<file path="src/eisc_pkg.sv">
package eisc_pkg;

    // Pin count and the mask of pins that exist (at most eight).
    localparam int NUM_PINS  = 8;
    localparam int PIN_COUNT = (NUM_PINS > 8) ? 8 : NUM_PINS;
    localparam logic [7:0] PIN_MASK = 8'((16'h1 << PIN_COUNT) - 16'h1);

    // Request types
    localparam logic [1:0] REQ_SAMPLE = 2'd0;
    localparam logic [1:0] REQ_READ   = 2'd1;
    localparam logic [1:0] REQ_WRITE  = 2'd2;

    // Register select
    localparam logic REG_SEL_NMI = 1'b0;
    localparam logic REG_SEL_IRQ = 1'b1;

    // Configuration register indexes
    localparam logic CFG_IRQ_SENSE = 1'b0;
    localparam logic CFG_NMI_SENSE = 1'b1;

    // IRQ sense modes
    localparam logic [1:0] SENSE_LOW     = 2'd0;
    localparam logic [1:0] SENSE_FALLING = 2'd1;
    localparam logic [1:0] SENSE_RISING  = 2'd2;
    localparam logic [1:0] SENSE_BOTH    = 2'd3;

    // NMI sense modes
    localparam logic NMI_SENSE_FALLING = 1'b0;

    localparam logic [15:0] IRQ_SENSE_RESET = 16'hffff;

    typedef struct packed {
        logic [1:0] req_type;
        logic       reg_sel;
        logic [7:0] write_data;
        logic [7:0] irq_pin_levels;
        logic       nmi_pin_level;
    } eisc_in_t;

    typedef struct packed {
        logic [16:0] read_data;
        logic [7:0]  irq_pending;
        logic        nmi_pending;
    } eisc_out_t;

    // Events detected in one step
    typedef struct packed {
        logic [7:0] irq_event;
        logic       nmi_event;
    } eisc_event_t;

endpackage

</file>
<file path="src/eisc_detect.sv">
module eisc_detect
    import eisc_pkg::*;
(
    input  logic [15:0]  irq_sense_modes,
    input  logic         nmi_sense_mode,
    input  logic         sample_primed,
    input  logic [7:0]   prev_irq_levels,
    input  logic         prev_nmi_level,
    input  logic [7:0]   irq_levels,
    input  logic         nmi_level,
    output eisc_event_t  events
);

    logic [7:0] fall;
    logic [7:0] rise;
    logic [7:0] hit;

    assign fall = prev_irq_levels & ~irq_levels;
    assign rise = ~prev_irq_levels & irq_levels;

    always_comb begin
        for (int p = 0; p < 8; p++) begin
            unique case (irq_sense_modes[2*p +: 2])
                SENSE_LOW:     hit[p] = ~irq_levels[p];
                SENSE_FALLING: hit[p] = sample_primed & fall[p];
                SENSE_RISING:  hit[p] = sample_primed & rise[p];
                SENSE_BOTH:    hit[p] = sample_primed & (fall[p] | rise[p]);
                default:       hit[p] = 1'b0;
            endcase
        end
    end

    always_comb begin
        events.irq_event = hit & PIN_MASK;
        if (!sample_primed) begin
            events.nmi_event = 1'b0;
        end else if (nmi_sense_mode == NMI_SENSE_FALLING) begin
            events.nmi_event = prev_nmi_level & ~nmi_level;
        end else begin
            events.nmi_event = ~prev_nmi_level & nmi_level;
        end
    end

endmodule

</file>
<file path="src/external_interrupt_sense_controller_core.sv">
// External interrupt sense controller.
//
// Input channel (s_valid/s_ready/s_data): one transaction per sample of the
// eight IRQ pins and the NMI pin, optionally carrying a bus read or write of
// the IRQ or NMI status register. Each transaction yields exactly one result
// transaction on the output channel (m_valid/m_ready/m_data) with the read
// data and the pending request lines after that sample.
// Configuration (cfg_we/cfg_index/cfg_wdata) sets the per-pin sense modes;
// write it only while no transaction is in flight.
//
// The path from acceptance to result has one input register and one result
// register, with the edge detection and status update in between.
// Throughput is one transaction per cycle while the receiver accepts results;
// the status update loop through the status registers sets that figure.
// When the receiver stalls, the result register holds and the input register
// fills; s_ready drops only once both are occupied.
// Reset clears the status, the recorded pin levels and the primed flag, so
// the first sample after reset records levels without detecting edges, and
// restores the sense modes to both-edges for IRQ and falling for NMI.
module external_interrupt_sense_controller_core
    import eisc_pkg::*;
(
    input  logic        aclk,
    input  logic        aresetn,

    input  logic        s_valid,
    output logic        s_ready,
    input  eisc_in_t    s_data,

    output logic        m_valid,
    input  logic        m_ready,
    output eisc_out_t   m_data,

    input  logic        cfg_we,
    input  logic        cfg_index,
    input  logic [15:0] cfg_wdata
);

    // Configuration
    logic [15:0] irq_sense_modes_reg;
    logic        nmi_sense_mode_reg;

    // Sense state
    logic [7:0]  irq_status_reg, irq_status_next;
    logic        nmi_status_reg, nmi_status_next;
    logic [7:0]  prev_irq_levels_reg;
    logic        prev_nmi_level_reg;
    logic        sample_primed_reg;

    // Pipeline registers
    logic        in_valid_reg;
    eisc_in_t    in_data_reg;
    logic        out_valid_reg;
    eisc_out_t   out_data_reg, out_data_next;

    logic        advance;
    eisc_event_t events;
    logic [7:0]  irq_kept;
    logic        nmi_kept;

    // Advance the input register into the result register whenever the
    // result slot is free or being drained this cycle.
    assign advance = in_valid_reg && (!out_valid_reg || m_ready);
    assign s_ready = !in_valid_reg || advance;
    assign m_valid = out_valid_reg;
    assign m_data  = out_data_reg;

    eisc_detect u_detect (
        .irq_sense_modes (irq_sense_modes_reg),
        .nmi_sense_mode  (nmi_sense_mode_reg),
        .sample_primed   (sample_primed_reg),
        .prev_irq_levels (prev_irq_levels_reg),
        .prev_nmi_level  (prev_nmi_level_reg),
        .irq_levels      (in_data_reg.irq_pin_levels),
        .nmi_level       (in_data_reg.nmi_pin_level),
        .events          (events)
    );

    // Status update: a bus write clears zero bits first, then new events set
    // bits, so an event in the same step wins over the clear.
    always_comb begin
        irq_kept = irq_status_reg;
        nmi_kept = nmi_status_reg;
        if (in_data_reg.req_type == REQ_WRITE) begin
            if (in_data_reg.reg_sel == REG_SEL_IRQ) begin
                irq_kept = irq_status_reg & in_data_reg.write_data;
            end else begin
                nmi_kept = nmi_status_reg & in_data_reg.write_data[0];
            end
        end
        irq_status_next = (irq_kept | events.irq_event) & PIN_MASK;
        nmi_status_next = nmi_kept | events.nmi_event;
    end

    // Result: reads see status as it stood before this step.
    always_comb begin
        out_data_next.read_data = '0;
        if (in_data_reg.req_type == REQ_READ) begin
            if (in_data_reg.reg_sel == REG_SEL_IRQ) begin
                out_data_next.read_data = {9'd0, irq_status_reg};
            end else begin
                out_data_next.read_data =
                    {in_data_reg.nmi_pin_level, 15'd0, nmi_status_reg};
            end
        end
        out_data_next.irq_pending = irq_status_next;
        out_data_next.nmi_pending = nmi_status_next;
    end

    // Configuration registers
    always_ff @(posedge aclk) begin
        if (!aresetn) begin
            irq_sense_modes_reg <= IRQ_SENSE_RESET;
            nmi_sense_mode_reg  <= NMI_SENSE_FALLING;
        end else if (cfg_we) begin
            unique case (cfg_index)
                CFG_IRQ_SENSE: irq_sense_modes_reg <= cfg_wdata;
                CFG_NMI_SENSE: nmi_sense_mode_reg  <= cfg_wdata[0];
                default:       ;
            endcase
        end
    end

    // Sense state: commit only when the transaction moves to the result side.
    always_ff @(posedge aclk) begin
        if (!aresetn) begin
            irq_status_reg      <= '0;
            nmi_status_reg      <= 1'b0;
            prev_irq_levels_reg <= '0;
            prev_nmi_level_reg  <= 1'b0;
            sample_primed_reg   <= 1'b0;
        end else if (advance) begin
            irq_status_reg      <= irq_status_next;
            nmi_status_reg      <= nmi_status_next;
            prev_irq_levels_reg <= in_data_reg.irq_pin_levels;
            prev_nmi_level_reg  <= in_data_reg.nmi_pin_level;
            sample_primed_reg   <= 1'b1;
        end
    end

    // Valid flags
    always_ff @(posedge aclk) begin
        if (!aresetn) begin
            in_valid_reg  <= 1'b0;
            out_valid_reg <= 1'b0;
        end else begin
            if (s_ready) begin
                in_valid_reg <= s_valid;
            end
            if (advance) begin
                out_valid_reg <= 1'b1;
            end else if (m_ready) begin
                out_valid_reg <= 1'b0;
            end
        end
    end

    // Payload: hold while stalled
    always_ff @(posedge aclk) begin
        if (s_valid && s_ready) begin
            in_data_reg <= s_data;
        end
        if (advance) begin
            out_data_reg <= out_data_next;
        end
    end

endmodule
</file>
<file path="config.mk">
export PLATFORM = sky130hd
export DESIGN_NAME = external_interrupt_sense_controller_core
export DESIGN_NICKNAME = d
export VERILOG_FILES = /design/src/eisc_pkg.sv /design/src/eisc_detect.sv /design/src/external_interrupt_sense_controller_core.sv
export SDC_FILE = /design/constraint.sdc
export NUM_CORES = 1
export LEC_CHECK = 0
export BUFFER_PORTS_ARGS = -buffer_cell sky130_fd_sc_hd__buf_4
export CORE_MARGIN = 2
export CORE_UTILIZATION = 51
export CTS_BUF_LIST = sky130_fd_sc_hd__clkbuf_8
export CTS_CLUSTER_SIZE = 25
export DETAILED_ROUTE_END_ITERATION = 10
export PLACE_DENSITY = 0.86
export SLEW_MARGIN = 40
export SYNTH_ARGS = -nofsm -noshare
export SYNTH_HDL_FRONTEND = slang
export SYNTH_SLANG_ARGS = --single-unit
</file>
<file path="constraint.sdc">
create_clock -name aclk -period 1.5 [get_ports aclk]
set_input_delay 0.075 -clock aclk [delete_from_list [all_inputs] [get_ports aclk]]
set_output_delay 0.075 -clock aclk [all_outputs]
set_load 0.02 [all_outputs]
</file>
==> results_dict.tcl, run 1 <==
set metrics [dict create \
    status "finished, final reports clean" \
    grt_max_degree 22 \
    largest_register_ffs 20 \
    arrival_ns 1.54 \
    crit_path_start_kind "flop" \
    areaGrowthSynthToFinish_pct 31.49 \
    skew_ns 0.005065 \
    synth_top_family_by_area "simple AND/OR/NAND/NOR gates" \
    slew_headroom_pct 53.88 \
    place.gp.congestion 0.7609 \
    final-hold-violation-count 0 \
    synth_compound_area_share_pct 11.69 \
    pwr-share-comb_pct 12.7 \
    rr_startpoint "in_data_reg[5]" \
    p_sw_share_pct 25.10 \
    worst_slack_ns 0.06870 \
    path_class "flop to flop" \
    yosysSeqAreaShare_pct 57.12 \
    n_antenna_cell 0 \
    grt_first_pass_wirelength_um 11380 \
    place_hpwl_um 4637 \
    ys_types 35 \
    setup_violations 0 \
    drive_gt1_share_pct 20.32 \
    clock_latency_ns 0.35 \
    drt_first_pass_iters 5 \
    drc_errors 0 \
    clockBufferDepth 2 \
    die_area_um2 7191 \
    pwr-share-clk_pct 30.1 \
    min_from "cfg_we" \
    design.core.area_um2 6350 \
    p_int_mw 3.128 \
    antenna_found_initial 0 \
    ys_ff_latch 76 \
    p_leak_nw 1.882 \
    track_usage_pct 20.50 \
    switchingPower_mw 1.049 \
    cap_viol_max_count 0 \
    fin_nets 486 \
    finalCritPeriodShare_pct 95.42 \
    cts-root-buf "clkbuf_8" \
    grt-ovfl-total 0 \
    synth_common_cells "76 x nand2_1, 38 x dfxtp_1, 38 x edfxtp_1, 17 x inv_1, 17 x nand3_1" \
    yosysWarnings 0 \
    preCtsSetupSlack_ns -0.003006 \
    whs_endpoint "nmi_sense_mode_reg" \
    synth_area_leaders "edfxtp_1 34%, dfxtp_1 23%, nand2_1 8.6%, ha_1 6.0%, nand3_1 2.6%" \
    num-fill-cells 447 \
    worst_r2r_path_depth 5 \
    end_kind "flop" \
    cts_buffers 9 \
    holdPathStages 4 \
    vias 2596 \
    grt_setup_unrepaired "true" \
    r2r_end "m_data[5]" \
    synth-edff-count 38 \
    cts_sinks 76 \
    hold_path_class "input pin to flop" \
    synthXorXnorAreaFrac_pct 0 \
    synthSimpleGateAreaFrac_pct 19.05 \
    syn_area_per_cell_um2 10.21 \
    fp.dieW_um 84.80 \
    fin_hold_ws_ns 0.02298 \
    grt_pass1_vias 2486 \
    max_freq_mhz 698.7 \
    yosysMostFrequentCell "nand2_1" \
    portBuffers 61 \
    seqCellArea_um2 1903 \
    synth_fa_ha_area_share_pct 6.013 \
    power_density_nw_per_um2 954.1 \
    synthArstFlopShare_pct 0 \
    synth.cell_area_um2 3329 \
    yosysTopAreaCell "edfxtp_1" \
    cp.required_ns 1.61 \
    start_util_pct 52.43 \
    slew_violations 0 \
    tightest_slew_ns 0.6887 \
    synth.top_cell.area_share_pct 34.27 \
    peakVddDrop_v 0.0006492 \
    io_pins 70 \
    placementRows 29 \
    antenna_left 0 \
    cts_tree "built" \
    crit_fanout 4 \
    htree_levels 3 \
    multi_input_area_um2 1282 \
    routed_via_density 5.090 \
    fin_crit_ns 1.431 \
    wl_per_cell_um 14.09 \
    pwr-share-seq_pct 57.2 \
    dr.first_iter.drc_count 132 \
    netlist_instances 326 \
    ff2ff_setup_slack_ns 0.07 \
    die_h_um 84.80 \
    synth.mux.area_fraction_pct 0.3006 \
    synthFlopType "edfxtp_1" \
    path_clk_slew_ns 0.07 \
    drt-total-wl_um 7185 \
    finish.utilization_pct 68.95 \
]
-- power groups by stage --
| stage | registers [mW] | clock network (mW) | logic, mW |
|---|---|---|---|
| after global placement | 2.42 | 0 | 0.415 |
| after detailed placement | 2.43 | 0 | 0.435 |
| after global routing | 2.40 | 1.34 | 0.584 |
| after floorplan | 2.43 | 0 | 0.254 |
| after CTS | 2.38 | 1.26 | 0.512 |
| final | 2.39 | 1.26 | 0.529 |
-- worst max-delay path, cell delays in order (launching register included) --
cell and delay (ns):
edfxtp_1 0.43, ha_1 0.31, nand2_1 0.08, o2111ai_2 0.11, o21ai_2 0.10, nand2b_1 0.14
-- routing by layer --
layer  GRT usage, %  part of all wire (%)  vias to the layer above
met5              0                     0                        -
met4          9.957                   1.9                        0
met3          4.130                   6.4                       11
met2          33.72                    50                       84
met1          25.86                    42                     1196
li1               -                     -                     1305
-- timing repair --
item	in CTS	in global routing
endpoints found under the hold margin	38	0
buffers inserted	0	3
resized for setup	1	12
hold buffers	37	0
pin swaps	0	1
setup endpoints to repair	1	16
-- layout by cell type (no fill, tap or decap), types with 2 or more instances in the layout --
master         count
nor3b_1            2
o2bb2ai_1          7
o21a_1             3
clkbuf_8           9
a21boi_0           9
nand2_1           76
o21ai_2            2
o21ai_1            7
a31oi_1            8
ha_1              16
o2111ai_1          7
dlygate4sd3_1     37
nand3_1           17
buf_4             68
o21ai_0            8
nand2b_1           9
edfxtp_1          38
conb_1             8
inv_1             20
clkinv_1           3
nor2b_1            2
and2_1             7
dfxtp_1           37
nor2_1            16
-- metrics by stage --
stage               instances    TNS, ns  total power, mW  instance area [um^2]
floorplan                 333          0            2.683                  3357
global placement          454          0            2.837                  3815
detailed placement        454  -0.003006            2.865                  3817
CTS                       507          0            4.161                  4339
global route              510   -0.03116            4.325                  4378
finish                    510          0            4.177                  4378
-- cell type report --
| cell class | count | area share, % |
|---|---|---|
| flip-flops and latches | 76 | 43.47 |
| multi-input cells | 219 | 29.29 |
| repair buffers | 105 | 20.12 |
| clock buffers | 9 | 2.829 |
| well taps | 77 | 2.201 |
| inverters | 17 | 1.458 |
| clock inverters | 7 | 0.6288 |
-- cell families after synthesis --
group                    Yosys count
buffers and inverters             38
AND/OR/NAND/NOR                  138
multiplexers                       1
adder cells (fa/ha/maj)           16
other                              1
AO/OA/AOI/OAI                     56
flip-flops                        76
-- worst max path at each step --
stage	from	slack, ns	endpoint
after floorplan	m_valid	0.02	in_data_reg[0]
after global placement	in_data_reg[2]	0.06	m_data[2]
after detailed placement	in_data_reg[5]	-0.003	m_data[5]
after CTS	in_data_reg[2]	0.01	m_data[2]
after global routing	in_data_reg[4]	-0.02	m_data[4]
final	in_data_reg[5]	0.07	m_data[5]
Power figures use the tool's default switching activity.
==> run 2, diff against run 1 <==
--- a/config.mk
+++ b/config.mk
@@ -7,11 +7,11 @@
 export LEC_CHECK = 0
 export BUFFER_PORTS_ARGS = -buffer_cell sky130_fd_sc_hd__buf_4
 export CORE_MARGIN = 2
-export CORE_UTILIZATION = 51
+export CORE_UTILIZATION = 61
 export CTS_BUF_LIST = sky130_fd_sc_hd__clkbuf_8
 export CTS_CLUSTER_SIZE = 25
 export DETAILED_ROUTE_END_ITERATION = 10
-export PLACE_DENSITY = 0.86
+export PLACE_DENSITY = 0.95
 export SLEW_MARGIN = 40
 export SYNTH_ARGS = -nofsm -noshare
 export SYNTH_HDL_FRONTEND = slang
==> constraint.sdc (replaced) <==
create_clock -name aclk -period 1.8 [get_ports aclk]
set_input_delay 0.09 -clock aclk [delete_from_list [all_inputs] [get_ports aclk]]
set_output_delay 0.09 -clock aclk [all_outputs]
set_load 0.02 [all_outputs]
==> results_dict.tcl, run 2 (synthesized netlist as in run 1, its figures left out) <==
set metrics [dict create \
    drt_first_pass_iters 6 \
    routed_via_density 5.748 \
    start_util_pct 64.37 \
    drive_gt1_share_pct 20.00 \
    skew_ns 0.006708 \
    grt_setup_unrepaired "false" \
    placement.cell_area_um2 3809 \
    antenna_found_initial 0 \
    pwr-share-comb_pct 11.3 \
    final-hold-violation-count 0 \
    clockBufferDepth 2 \
    portBuffers 61 \
    pwr-share-seq_pct 49.4 \
    fp.dieW_um 77.88 \
    dr.first_iter.drc_count 291 \
    crit_path_start_kind "flop" \
    cts_sinks 76 \
    peakVddDrop_v 0.001025 \
    drc_errors 0 \
    cap_viol_max_count 0 \
    end_kind "flop" \
    hold_path_class "input pin to flop" \
    vias 2874 \
    grt-ovfl-total 0 \
    slew_violations 0 \
    io_pins 70 \
    preCtsSetupSlack_ns 0.3064 \
    grt_pass1_vias 2977 \
    drt-total-wl_um 8312 \
    status "finished, final reports clean" \
    arrival_ns 1.66 \
    cts_post_setup_buffers_inserted 0 \
    r2r_end "m_data[3]" \
    place_hpwl_um 4567 \
    pwr-share-clk_pct 39.4 \
    ff2ff_setup_slack_ns 0.25 \
    areaGrowthSynthToFinish_pct 33.03 \
    path_clk_slew_ns 0.08 \
    final_cell_mix "76 x nand2_1, 65 x buf_4, 38 x edfxtp_1, 38 x dfxtp_1, 37 x dlygate4sd3_1" \
    place.gp.congestion 0.7487 \
    layout_commonest_cell "nand2_1" \
    n_antenna_cell 0 \
    die_area_um2 6065 \
    slowest_stage "edfxtp_1" \
    cts_tree "built" \
    largest_register_ffs 20 \
    rr_startpoint "in_data_reg[3]" \
    antenna_left 0 \
    setup.worst_path.start "in_data_reg[3]" \
    die_h_um 77.88 \
    cp_slowest_stage_delay_ns 0.47 \
    htree_levels 3 \
    cts_buffers 9 \
    path_class "flop to flop" \
    setup_tns_ns 0 \
    max_freq_mhz 646.5 \
    cts-root-buf "clkbuf_8" \
    final_area_um2 4429 \
    wl_per_cell_um 16.62 \
    slew_headroom_pct 54.15 \
    tightest_slew_ns 0.6878 \
    p_total_mw 4.027 \
    p_int_mw 3.121 \
    cp_cell_sequence "ha_1 -> nand2_1 -> o2111ai_1 -> o21ai_0 -> nand2b_1" \
    grt_max_degree 41 \
    p_leak_nw 1.905 \
    power_density_nw_per_um2 909.1 \
    design.core.area_um2 5172 \
    fin_crit_ns 1.547 \
    cp.required_ns 1.91 \
    worst_r2r_path_depth 5 \
    p_sw_share_pct 22.49 \
    grt_first_pass_wirelength_um 13790 \
    crit_fanout 4 \
    ctsResizeCount 0 \
    finalCritPeriodShare_pct 85.93 \
    fin_nets 483 \
    setup_violations 0 \
    switchingPower_mw 0.9055 \
    clock_latency_ns 0.35 \
    holdBufCountCts 37 \
    placementRows 26 \
    track_usage_pct 30.21 \
    endpoint "m_data[3]" \
    worst_slack_ns 0.2533 \
]
## run 2: stage by stage
step	util [%]	instances	hold WS [ns]
finish	85.63	500	0.05357
global route	85.63	500	0.08915
CTS	85.63	500	0.04348
detailed placement	73.63	447	0.2698
global placement	73.56	447	0.2711
floorplan	-	333	0.1889
## run 2: routing by layer
| layer | GRT usage, % | vias up | share of wire (%) |
|---|---|---|---|
| met5 | 0 | - | 0 |
| met1 | 32.95 | 1352 | 37 |
| met3 | 5.814 | 53 | 6.8 |
| met2 | 51.03 | 168 | 51 |
| met4 | 24.11 | 0 | 5.3 |
| li1 | - | 1301 | - |
## run 2: how the worst min path moves through the flow
stage | startpoint | to | depth (start not counted)
after floorplan | s_data[0] | in_data_reg[0] | 0
after global placement | s_data[1] | in_data_reg[1] | 1
after detailed placement | s_data[6] | in_data_reg[6] | 1
after CTS | cfg_we | nmi_sense_mode_reg | 3
after global routing | cfg_we | nmi_sense_mode_reg | 4
final | cfg_we | nmi_sense_mode_reg | 4
## run 2: layout make-up
class                   count  area [um^2]
flip-flops and latches     76         1902
multi-input cells         219         1267
repair buffers            102        858.3
fillers                   242        743.2
clock buffers              11        151.4
clock inverters             5        98.84
well taps                  70        87.58
inverters                  17        63.81
## run 2: critical path, delay by kind of cell (launching register included)
kind / cells / cell delay [ns]
flops: 1 / 0.47
fa+ha+maj: 1 / 0.32
simple gates: 2 / 0.23
compound gates: 2 / 0.29
## run 2: power groups by stage
| stage | registers, mW | clock network, mW | logic, mW |
|---|---|---|---|
| 3_3_place_gp | 2.01 | 0 | 0.349 |
| 5_1_grt | 2.00 | 1.66 | 0.494 |
| 2_1_floorplan | 2.02 | 0 | 0.211 |
| 3_5_place_dp | 2.02 | 0 | 0.367 |
| 4_1_cts | 1.98 | 1.59 | 0.438 |
| 6_report | 1.99 | 1.58 | 0.453 |
